===== src/hdl/tsc_pkg.sv =====
// ============================================================================
// tsc_pkg
// Shared types and constants of the TCP segment checksum checker.
// ============================================================================
package tsc_pkg;

    localparam int WORD_W                = 16;
    localparam int BYTE_W                = 8;
    localparam int COUNT_W               = 16;
    localparam int NIBBLE_W              = 4;
    localparam int OUT_TDATA_W           = 40;
    localparam int QUEUE_DEPTH_DEF       = 4;
    localparam int MAX_SEGMENT_BYTES_DEF = 65535;

    // segment byte positions of the TCP header fields we look at
    localparam logic [COUNT_W-1:0] OFFSET_BYTE_IDX  = 16'd12;
    localparam logic [COUNT_W-1:0] CSUM_HI_BYTE_IDX = 16'd16;
    localparam logic [COUNT_W-1:0] CSUM_LO_BYTE_IDX = 16'd17;

    typedef enum logic {
        KIND_WORD = 1'b0,
        KIND_BYTE = 1'b1
    } t_kind;

    typedef struct packed {
        t_kind              kind;
        logic [WORD_W-1:0]  data;
        logic               last;
    } t_item;

    typedef struct packed {
        logic [NIBBLE_W-1:0] header_words;
        logic                truncated;
        logic                checksum_ok;
        logic [WORD_W-1:0]   received_checksum;
        logic [WORD_W-1:0]   computed_checksum;
    } t_result;

endpackage


===== src/hdl/tsc_front.sv =====
// ============================================================================
// tsc_front
// Accepts stream items, classifies them as pseudo-header words or segment
// bytes and holds them in a short queue for the back end.
// ============================================================================
module tsc_front #(
    parameter int QUEUE_DEPTH = tsc_pkg::QUEUE_DEPTH_DEF
) (
    input  logic                         i_clk,
    input  logic                         i_rst_n,
    input  logic                         i_s_axis_tvalid,
    output logic                         o_s_axis_tready,
    input  logic [tsc_pkg::WORD_W-1:0]   i_s_axis_tdata,
    input  logic                         i_s_axis_tuser,
    input  logic                         i_s_axis_tlast,
    output logic                         o_item_valid,
    output tsc_pkg::t_item               o_item,
    input  logic                         i_item_pop
);

    localparam int PTR_W = (QUEUE_DEPTH > 1) ? $clog2(QUEUE_DEPTH) : 1;
    localparam int CNT_W = $clog2(QUEUE_DEPTH + 1);
    localparam logic [PTR_W-1:0] LAST_PTR = PTR_W'(QUEUE_DEPTH - 1);
    localparam logic [CNT_W-1:0] FULL_CNT = CNT_W'(QUEUE_DEPTH);

    tsc_pkg::t_item   r_queue [QUEUE_DEPTH];
    logic [PTR_W-1:0] r_wr_ptr, n_wr_ptr;
    logic [PTR_W-1:0] r_rd_ptr, n_rd_ptr;
    logic [CNT_W-1:0] r_count,  n_count;

    tsc_pkg::t_item   in_item;
    logic             push;
    logic             pop;

    // drop the high byte of a segment byte, and last on a pseudo-header word
    always_comb begin
        in_item.kind = tsc_pkg::t_kind'(i_s_axis_tuser);
        in_item.last = 1'b0;
        in_item.data = i_s_axis_tdata;
        case (in_item.kind)
            tsc_pkg::KIND_WORD: begin
                in_item.last = 1'b0;
                in_item.data = i_s_axis_tdata;
            end
            tsc_pkg::KIND_BYTE: begin
                in_item.last = i_s_axis_tlast;
                in_item.data = {{(tsc_pkg::WORD_W - tsc_pkg::BYTE_W){1'b0}},
                                i_s_axis_tdata[tsc_pkg::BYTE_W-1:0]};
            end
            default: begin
                in_item.last = 1'b0;
                in_item.data = i_s_axis_tdata;
            end
        endcase
    end

    assign o_s_axis_tready = (r_count != FULL_CNT);
    assign push            = i_s_axis_tvalid && o_s_axis_tready;
    assign o_item_valid    = (r_count != '0);
    assign pop             = i_item_pop && o_item_valid;
    assign o_item          = r_queue[r_rd_ptr];

    always_comb begin
        n_wr_ptr = r_wr_ptr;
        n_rd_ptr = r_rd_ptr;
        n_count  = r_count;
        if (push) begin
            n_wr_ptr = (r_wr_ptr == LAST_PTR) ? '0 : r_wr_ptr + 1'b1;
        end
        if (pop) begin
            n_rd_ptr = (r_rd_ptr == LAST_PTR) ? '0 : r_rd_ptr + 1'b1;
        end
        if (push && !pop) begin
            n_count = r_count + 1'b1;
        end else if (pop && !push) begin
            n_count = r_count - 1'b1;
        end
    end

    always_ff @(posedge i_clk) begin
        if (!i_rst_n) begin
            r_wr_ptr <= '0;
            r_rd_ptr <= '0;
            r_count  <= '0;
        end else begin
            r_wr_ptr <= n_wr_ptr;
            r_rd_ptr <= n_rd_ptr;
            r_count  <= n_count;
        end
    end

    always_ff @(posedge i_clk) begin
        if (push) begin
            r_queue[r_wr_ptr] <= in_item;
        end
    end

endmodule


===== src/hdl/tsc_back.sv =====
// ============================================================================
// tsc_back
// Pops classified items, keeps the running ones-complement sum and the
// header captures, and registers one result per segment.
// ============================================================================
module tsc_back #(
    parameter int MAX_SEGMENT_BYTES = tsc_pkg::MAX_SEGMENT_BYTES_DEF
) (
    input  logic                               i_clk,
    input  logic                               i_rst_n,
    input  logic                               i_item_valid,
    input  tsc_pkg::t_item                     i_item,
    output logic                               o_item_pop,
    output logic                               o_m_axis_tvalid,
    input  logic                               i_m_axis_tready,
    output logic [tsc_pkg::OUT_TDATA_W-1:0]    o_m_axis_tdata
);

    localparam int W  = tsc_pkg::WORD_W;
    localparam int BW = tsc_pkg::BYTE_W;
    localparam int CW = tsc_pkg::COUNT_W;
    localparam int NW = tsc_pkg::NIBBLE_W;
    localparam logic [CW-1:0] MAX_COUNT = CW'(MAX_SEGMENT_BYTES);

    logic [W-1:0]    r_sum,    n_sum;
    logic [CW-1:0]   r_bytes,  n_bytes;
    logic [BW-1:0]   r_held,   n_held;
    logic            r_odd,    n_odd;
    logic [W-1:0]    r_rx,     n_rx;
    logic [NW-1:0]   r_nibble, n_nibble;
    logic            r_out_valid;
    tsc_pkg::t_result r_result, n_result;

    logic            pop;
    logic            add_en;
    logic [W-1:0]    add_val;
    logic [W:0]      add_raw;
    logic [W-1:0]    add_fold;
    logic [BW-1:0]   in_byte;
    logic [CW-1:0]   bytes_inc;

    assign pop        = i_item_valid && (!i_item.last || !r_out_valid || i_m_axis_tready);
    assign o_item_pop = pop;
    assign in_byte    = i_item.data[BW-1:0];
    assign bytes_inc  = (r_bytes < MAX_COUNT) ? r_bytes + 1'b1 : r_bytes;

    // at most one end-around-carry add per item
    assign add_raw  = {1'b0, r_sum} + {1'b0, add_val};
    assign add_fold = add_raw[W-1:0] + {{(W-1){1'b0}}, add_raw[W]};

    always_comb begin
        add_en   = 1'b0;
        add_val  = '0;
        n_bytes  = r_bytes;
        n_held   = r_held;
        n_odd    = r_odd;
        n_rx     = r_rx;
        n_nibble = r_nibble;
        case (i_item.kind)
            tsc_pkg::KIND_WORD: begin
                add_en  = 1'b1;
                add_val = i_item.data;
            end
            tsc_pkg::KIND_BYTE: begin
                n_bytes = bytes_inc;
                if (r_bytes == tsc_pkg::OFFSET_BYTE_IDX) begin
                    n_nibble = in_byte[BW-1:BW-NW];
                end
                if (r_bytes == tsc_pkg::CSUM_HI_BYTE_IDX ||
                    r_bytes == tsc_pkg::CSUM_LO_BYTE_IDX) begin
                    if (r_bytes == tsc_pkg::CSUM_HI_BYTE_IDX) begin
                        n_rx = {in_byte, r_rx[BW-1:0]};
                    end else begin
                        n_rx = {r_rx[W-1:BW], in_byte};
                    end
                    // pad a leftover byte on the last item
                    if (i_item.last && r_odd) begin
                        add_en  = 1'b1;
                        add_val = {r_held, {BW{1'b0}}};
                    end
                end else if (r_odd) begin
                    add_en  = 1'b1;
                    add_val = {r_held, in_byte};
                    n_odd   = 1'b0;
                    n_held  = '0;
                end else begin
                    n_held = in_byte;
                    n_odd  = 1'b1;
                    if (i_item.last) begin
                        add_en  = 1'b1;
                        add_val = {in_byte, {BW{1'b0}}};
                    end
                end
            end
            default: begin
                add_en = 1'b0;
            end
        endcase
        n_sum = add_en ? add_fold : r_sum;

        n_result.computed_checksum = ~n_sum;
        n_result.received_checksum = n_rx;
        n_result.checksum_ok       = (n_rx == ~n_sum);
        n_result.truncated         = ({{(CW-NW-2){1'b0}}, n_nibble, 2'b00} > n_bytes);
        n_result.header_words      = n_nibble;
    end

    always_ff @(posedge i_clk) begin
        if (!i_rst_n) begin
            r_sum       <= '0;
            r_bytes     <= '0;
            r_held      <= '0;
            r_odd       <= 1'b0;
            r_rx        <= '0;
            r_nibble    <= '0;
            r_out_valid <= 1'b0;
        end else begin
            if (pop) begin
                if (i_item.last) begin
                    // clear per-packet state
                    r_sum    <= '0;
                    r_bytes  <= '0;
                    r_held   <= '0;
                    r_odd    <= 1'b0;
                    r_rx     <= '0;
                    r_nibble <= '0;
                end else begin
                    r_sum    <= n_sum;
                    r_bytes  <= n_bytes;
                    r_held   <= n_held;
                    r_odd    <= n_odd;
                    r_rx     <= n_rx;
                    r_nibble <= n_nibble;
                end
            end
            if (pop && i_item.last) begin
                r_out_valid <= 1'b1;
            end else if (i_m_axis_tready) begin
                r_out_valid <= 1'b0;
            end
        end
    end

    always_ff @(posedge i_clk) begin
        if (pop && i_item.last) begin
            r_result <= n_result;
        end
    end

    assign o_m_axis_tvalid = r_out_valid;
    assign o_m_axis_tdata  = {{(tsc_pkg::OUT_TDATA_W - $bits(tsc_pkg::t_result)){1'b0}},
                              r_result};

    a_clear_after_result: assert property (@(posedge i_clk) disable iff (!i_rst_n)
        (pop && i_item.last) |=> (r_bytes == '0 && !r_odd && r_sum == '0))
        else $error("packet state not cleared after result");

    a_held_zero_when_even: assert property (@(posedge i_clk) disable iff (!i_rst_n)
        !r_odd |-> (r_held == '0))
        else $error("held byte not cleared while no byte is pending");

    a_no_result_overwrite: assert property (@(posedge i_clk) disable iff (!i_rst_n)
        (pop && i_item.last) |-> (!r_out_valid || i_m_axis_tready))
        else $error("result register overwritten while held");

    a_count_bounded: assert property (@(posedge i_clk) disable iff (!i_rst_n)
        r_bytes <= MAX_COUNT)
        else $error("byte count above limit");

endmodule


===== src/hdl/tcp_segment_checksum_check_top.sv =====
// ============================================================================
// tcp_segment_checksum_check_top
// TCP segment checksum checker.
// ============================================================================
// Input stream: tuser = 0 carries a 16-bit pseudo-header word in tdata,
// tuser = 1 carries one segment byte in tdata[7:0]; tlast on a segment byte
// closes the segment. Words and bytes are summed as a ones-complement sum;
// segment bytes 16 and 17 are kept aside as the received checksum.
// Output stream: one item per closed segment with the computed and received
// checksums, a match flag, a truncation flag and the data offset nibble.
// Throughput: one input item per cycle while the queue is not full; the
// back end does at most one end-around carry add per item. A last byte is
// written to the queue at its accepting edge; the result register loads
// when the back end pops it, which waits while an older result is held.
// While a result waits on tready, the back end keeps draining non-final
// items; the front queue (QUEUE_DEPTH items) absorbs the rest before tready
// drops. Reset clears the queue, the sum and all per-segment captures.
// ============================================================================
module tcp_segment_checksum_check_top #(
    parameter int QUEUE_DEPTH       = tsc_pkg::QUEUE_DEPTH_DEF,
    parameter int MAX_SEGMENT_BYTES = tsc_pkg::MAX_SEGMENT_BYTES_DEF
) (
    input  logic                               i_clk,
    input  logic                               i_rst_n,
    input  logic                               i_s_axis_tvalid,
    output logic                               o_s_axis_tready,
    input  logic [tsc_pkg::WORD_W-1:0]         i_s_axis_tdata,  // [15:0] data
    input  logic                               i_s_axis_tuser,  // [0] operation
    input  logic                               i_s_axis_tlast,  // last
    output logic                               o_m_axis_tvalid,
    input  logic                               i_m_axis_tready,
    // [15:0] computed_checksum, [31:16] received_checksum, [32] checksum_ok,
    // [33] truncated, [37:34] header_words, [39:38] zero
    output logic [tsc_pkg::OUT_TDATA_W-1:0]    o_m_axis_tdata
);

    logic           item_valid;
    tsc_pkg::t_item item;
    logic           item_pop;

    tsc_front #(
        .QUEUE_DEPTH (QUEUE_DEPTH)
    ) u_front (
        .i_clk           (i_clk),
        .i_rst_n         (i_rst_n),
        .i_s_axis_tvalid (i_s_axis_tvalid),
        .o_s_axis_tready (o_s_axis_tready),
        .i_s_axis_tdata  (i_s_axis_tdata),
        .i_s_axis_tuser  (i_s_axis_tuser),
        .i_s_axis_tlast  (i_s_axis_tlast),
        .o_item_valid    (item_valid),
        .o_item          (item),
        .i_item_pop      (item_pop)
    );

    tsc_back #(
        .MAX_SEGMENT_BYTES (MAX_SEGMENT_BYTES)
    ) u_back (
        .i_clk           (i_clk),
        .i_rst_n         (i_rst_n),
        .i_item_valid    (item_valid),
        .i_item          (item),
        .o_item_pop      (item_pop),
        .o_m_axis_tvalid (o_m_axis_tvalid),
        .i_m_axis_tready (i_m_axis_tready),
        .o_m_axis_tdata  (o_m_axis_tdata)
    );

endmodule

===== config.mk =====
export PLATFORM = sky130hd
export DESIGN_NAME = tcp_segment_checksum_check_top
export DESIGN_NICKNAME = d
export VERILOG_FILES = /design/src/hdl/tsc_pkg.sv /design/src/hdl/tsc_front.sv /design/src/hdl/tsc_back.sv /design/src/hdl/tcp_segment_checksum_check_top.sv
export SDC_FILE = /design/constraint.sdc
export NUM_CORES = 1
export LEC_CHECK = 0
export BUFFER_PORTS_ARGS = -buffer_cell sky130_fd_sc_hd__buf_2
export CORE_MARGIN = 1.5
export CORE_UTILIZATION = 55
export CTS_CLUSTER_DIAMETER = 30
export DETAILED_ROUTE_END_ITERATION = 6
export PLACE_DENSITY_LB_ADDON = 0.08
export SLEW_MARGIN = 20
export SYNTH_ARGS = -nofsm -noshare
export SYNTH_HDL_FRONTEND = slang
export SYNTH_SLANG_ARGS = --single-unit

===== constraint.sdc =====
create_clock -name i_clk -period 5.9 [get_ports i_clk]
set_clock_uncertainty 0.1 [all_clocks]
set_input_delay 0.885 -clock i_clk [delete_from_list [all_inputs] [get_ports i_clk]]
set_output_delay 0.885 -clock i_clk [all_outputs]
set_load 0.05 [all_outputs]

## After elaboration in Yosys (flattened, before gate mapping)

Memories as Yosys holds them, arrays and structs flattened. A register that Yosys moved wholly into a read port is not among the register bits.
Cells that the tools add are included.
W data, S select, Z words.

- RAM bits: 72
- Input bits: 22
- Memories kept: 1
- Bits in registers: 107

- Muxes and demuxes: 41
- $lt $le $gt $ge: 2
- Eq/ne operators: 8
- Reductions and logical operators: 19
- $add $sub $neg: 7
- Bitwise logic cells: 3

Memories:

| memory | words | width | read ports | clocked after Yosys merged registers in | wr ports | line | text |
|---|---|---|---|---|---|---|---|
| u_front.r_queue | 4 | 18 | 1 | 1 | 1 | tsc_front.sv:26 | `tsc_pkg::t_item r_queue [QUEUE_DEPTH];` |

Operators with widths:

| cell | count |
|---|---|
| $mux W16 | 13 |
| $pmux W17 S2 | 1 |
| $eq A16 B5 Y1 const B | 2 |
| $mux W8 | 4 |
| $pmux W16 S2 | 1 |
| $add A16 B16 Y17 | 1 |
| $add A16 B1 Y16 | 1 |
| $add A16 B1 Y16 const B | 1 |
| $eq A16 B16 Y1 | 1 |
| $eq A16 B4 Y1 const B | 1 |
| $gt A6 B16 Y1 | 1 |
| $lt A16 B16 Y1 const B | 1 |
| $not A16 Y16 | 1 |
| $mux W1 | 12 |
| $mux W4 | 3 |
| $mux W2 | 4 |
| $logic_and A1 B1 Y1 | 7 |
| $mux W3 | 2 |
| $reduce_bool A2 Y1 | 3 |
| $add A2 B1 Y2 const B | 2 |
| $eq A2 B2 Y1 const B | 2 |
| $logic_not A1 Y1 | 4 |
| $add A3 B1 Y3 const B | 1 |
| $logic_or A1 B1 Y1 | 3 |
| 7 further kinds | 8 |

## Logic depth before layout (Yosys ltp)

- Depth after elaboration: 9
- Gate-level depth with buffers: 27

## Hierarchy

Synthesis repeated with hierarchy kept, for this count alone.

- Cell total of the unflattened synthesis: 900
- Area total of the unflattened synthesis: 9,900.7 µm²

By module, submodules not included:

| module | area an instance (µm²) | cells an instance | times used |
|---|---|---|---|
| tsc_back | 6,760.2 | 746 | 1 |
| tsc_front | 3,140.5 | 154 | 1 |

## Least setup slack after synthesis

OpenSTA, ideal clock, no wires.

- Kind: reg2reg
- Start point: register (tool-made name)
- End point: register u_back.r_result (netlist bit u_back.o_m_axis_tdata[32]), data pin
- Clock period less this slack: 5.578 ns
- Setup slack: 0.322 ns
- Data arrival time: 5.288 ns
- Stages on the path, launching flop included: 26
- Setup time: 0.190 ns
- Cell sequence: dfxtp_1 -> buf_4 -> mux4_2 -> clkbuf_1 -> a21boi_0 -> nor2b_1 -> ha_1 -> inv_1 -> fa_1 -> nand3b_1 -> a211oi_2 -> or2_4 -> o41ai_4 -> o21bai_1 -> a21oi_1 -> nor2_1 -> o21ai_0 -> nand2b_1 -> ha_1 -> ha_1 -> nand2_1 -> nor3_4 -> xnor3_1 -> a211oi_2 -> nand4_1 -> a2111oi_2

RTL lines:

| item | line | text |
|---|---|---|
| end signal: assignment | tsc_back.sv:146 | `r_result <= n_result;` |
| end: declaration | tsc_back.sv:32 | `tsc_pkg::t_result r_result, n_result;` |

==> flow_summary.ini <==
[placement]
placed_area_um2 = 10300
numPortBuffers = 61
gp_congestion = 0.932
dp_hpwl_mm = 16.4
preCtsSetupSlack_ns = 0.159

[sta]
hold_viol = 0
worst_pin_slew_ns = 0.958
relSlewSlack_pct = 36.1
setup_tns_ns = 0
setup_viol = 0
final.min_clock_period_ns = 5.51
finalCritPeriodShare_pct = 93.5
slew_violations = 0
setup_slack_ns = 0.386
max_freq_mhz = 181
rsz0062_at_grt = no

[yosys]
ys_ff_latch = 181
syn-mean-instance-area_um2 = 11.3
ys_seq_area_share_pct = 49.0
ys.flop_type = edfxtp_1
async_flop_share_pct = 0
netlist_area_um2 = 9650
synth_warnings = 0
synthCells = 856
synth-edff-count = 110
yosys.cell_types.count = 88

[grt]
first_global_vias = 6675
use_met2_pct = 41.9
grt_pass1_wl_mm = 35.8
antenna_found_initial = 0
top_usage_layer = met2
track_usage_pct = 25.8
use_met3_pct = 5.54
grt_util_met1_pct = 33.8
globalRouteOverflowTotal = 0
grt_max_degree = 70

[cts]
hold_buffers = 0
cts.sinks = 181
cts_max_path_buffers = 2
cts_inserted_buffers = 17
htreeDepth = 4
clkLatencyLatePin_ns = 0.44
clk_pin_slew_worst_paths_ns = 0.08
tritoncts = yes
clock_tree.root_cell = clkbuf_16

[final_layout]
n_antenna_cell = 0
area_delta_synth_final_pct = 14.4
stdcell_area_um2 = 11000
final_nets = 991
drive_gt1_share_pct = 21.9

[route]
ant_nets = 0
avgRoutedWirePerCell_um = 19.4
viasPerCell = 5.87
remaining_drc_errors = 0
dr.first_iter.drc_count = 534
first_pass_iters = 5
routed-via-count = 6871
wl_mm = 22.7

[run]
cap_viol_max_count = 0

[die]
dieHeight_um = 135
ios = 64
die_x_um = 135
coreArea_um2 = 17200
start_util_pct = 56.0
num_rows = 48
design.die.area_um2 = 18300

[worst_setup_path]
path_class = reg -> reg
cp_num_buf_inv = 2
crit_path_end_kind = flop
cp.required_ns = 6.05
crit_path_top_delay_cell = mux4_2
worstSetupStartpointType = flop
crit_fanout = 8
cp_top_family = simple AND/OR/NAND/NOR gates
slowest_delay_ns = 0.55
cp_data_arrival_time_ns = 5.66
crit_top_cell = ha_1

[power_and_ir_drop]
p_total_mw = 6.63
p_per_area_nw_per_um2 = 601
peakVddDrop_mv = 0.377
leakage_nw = 4.31

[outcome]
status = finished clean

[worst_hold_path]
hold_path_class = reg -> reg
cell type report:
type | count | area [um^2]
flip-flops and latches | 181 | 4730
multi-input cells | 604 | 4660
clock inverters | 14 | 209
clock buffers | 18 | 429
fillers | 1338 | 6200
repair buffers | 103 | 623
inverters | 26 | 97.6
well taps | 225 | 282
layout by cell type, fill, tap and decap left out, types with 4 or more instances in the layout:
| cell type | netlist | routed |
|---|---|---|
| edfxtp_1 | 110 | 110 |
| dfxtp_1 | 71 | 66 |
| nand2_1 | 61 | 61 |
| buf_2 | 7 | 60 |
| nor2b_1 | 48 | 48 |
| o21ai_0 | 45 | 45 |
| buf_4 | 4 | 43 |
| and2_1 | 37 | 37 |
| xnor2_1 | 36 | 36 |
| ha_1 | 34 | 31 |
| nor2_1 | 31 | 30 |
| a22oi_1 | 29 | 29 |
| mux2i_1 | 29 | 29 |
| a21oi_1 | 28 | 28 |
| inv_1 | 25 | 25 |
| xor2_1 | 18 | 18 |
| mux4_2 | 17 | 17 |
| clkbuf_16 | 0 | 17 |
| nor3_1 | 14 | 14 |
| nand3_1 | 13 | 13 |
| nand4_1 | 12 | 12 |
| a31oi_1 | 12 | 12 |
| and3_1 | 11 | 10 |
| a21o_1 | 8 | 8 |
| mux2_2 | 7 | 7 |
| or2_2 | 6 | 6 |
| or3_1 | 6 | 6 |
| nor4_1 | 5 | 5 |
| a21boi_0 | 4 | 4 |
| o21ai_1 | 4 | 4 |
| o211ai_1 | 4 | 4 |
| dfxtp_2 | 0 | 4 |
| inv_6 | 0 | 4 |
per-stage QoR:
step,instances,hold WS (ns),util (%)
finish,1171,0.423,64.0
global route,1171,0.459,64.0
CTS,1165,0.434,63.4
detailed placement,1133,0.417,59.7
global placement,1133,0.392,59.7
floorplan,857,0.367,-
sequential cells by signal, indices dropped and copies added (netlist names), named ones only:
name                    flops
u_back.r_held               8
u_back.r_nibble             4
u_back.r_odd                1
u_back.r_bytes             16
u_front.r_count             3
u_front.r_wr_ptr            2
u_front.r_queue            72
u_back.r_sum               16
u_back.o_m_axis_tvalid      1
u_back.o_m_axis_tdata      38
u_back.r_rx                16
u_front.r_rd_ptr            2
path summary, 6_finish.rpt:
kind | start | end | slack [ns] | depth (start not counted)
worst max-delay path | flop | u_back.o_m_axis_tdata[32]$_DFFE_PP_ | 0.39 | 25
worst min-delay path | u_front.r_rd_ptr[1]$_SDFFE_PN0P_ | flop | 0.42 | 2
worst min register to register | u_front.r_rd_ptr[1]$_SDFFE_PN0P_ | flop | 0.42 | 2
worst max register to register | flop | u_back.o_m_axis_tdata[32]$_DFFE_PP_ | 0.39 | 25
worst reg2reg max path: cells and delay by family, from the launching register on:
family / cells / cell delay, ns
simple gates: 8 / 1.33
compound gates: 8 / 1.30
fa+ha+maj: 4 / 0.97
mux: 1 / 0.55
xor+xnor: 2 / 0.47
flops: 1 / 0.38
buf+inv: 2 / 0.26
synthesized netlist by cell type (all sizes together) (25+ instances only):
library cell  instances  area, um^2
a21oi                32         198
nor2                 31         116
ha                   34         425
xnor2                36         315
inv                  25        93.8
mux2i                29         290
edfxtp              110        3300
nand2                62         235
dfxtp                71        1420
o21ai                50         254
clkbuf               32         131
and2                 39         246
nor2b                48         300
a22oi                29         218
cells by family after synthesis:
| kind of cell | share of synthesized area, % |
|---|---|
| AO/OA/AOI/OAI | 12.7 |
| XOR/XNOR | 5.60 |
| adder cells (fa/ha/maj) | 4.82 |
| buffers and inverters | 3.32 |
| flip-flops | 49.0 |
| multiplexers | 8.05 |
| other | 0.0389 |
| AND/OR/NAND/NOR | 16.5 |
layer usage:
metal	share of wire (%)	wire length (um)
met3	5.6	1270
met1	44	9940
met5	0	0
met2	48	10800
met4	3.0	684
timing repair:
item,4_1_cts,5_1_grt
endpoints found under the setup margin,0,2
buffers inserted,0,6
resized for setup,0,16
report_power, final:
part | switching [mW] | total [mW] | internal, mW | leakage (nW)
registers | 0.148 | 1.82 | 1.67 | 1.60
logic | 2.26 | 3.59 | 1.34 | 2.40
clock network | 0.535 | 1.22 | 0.689 | 0.310
Note: power is estimated with default switching activity, not from simulation.
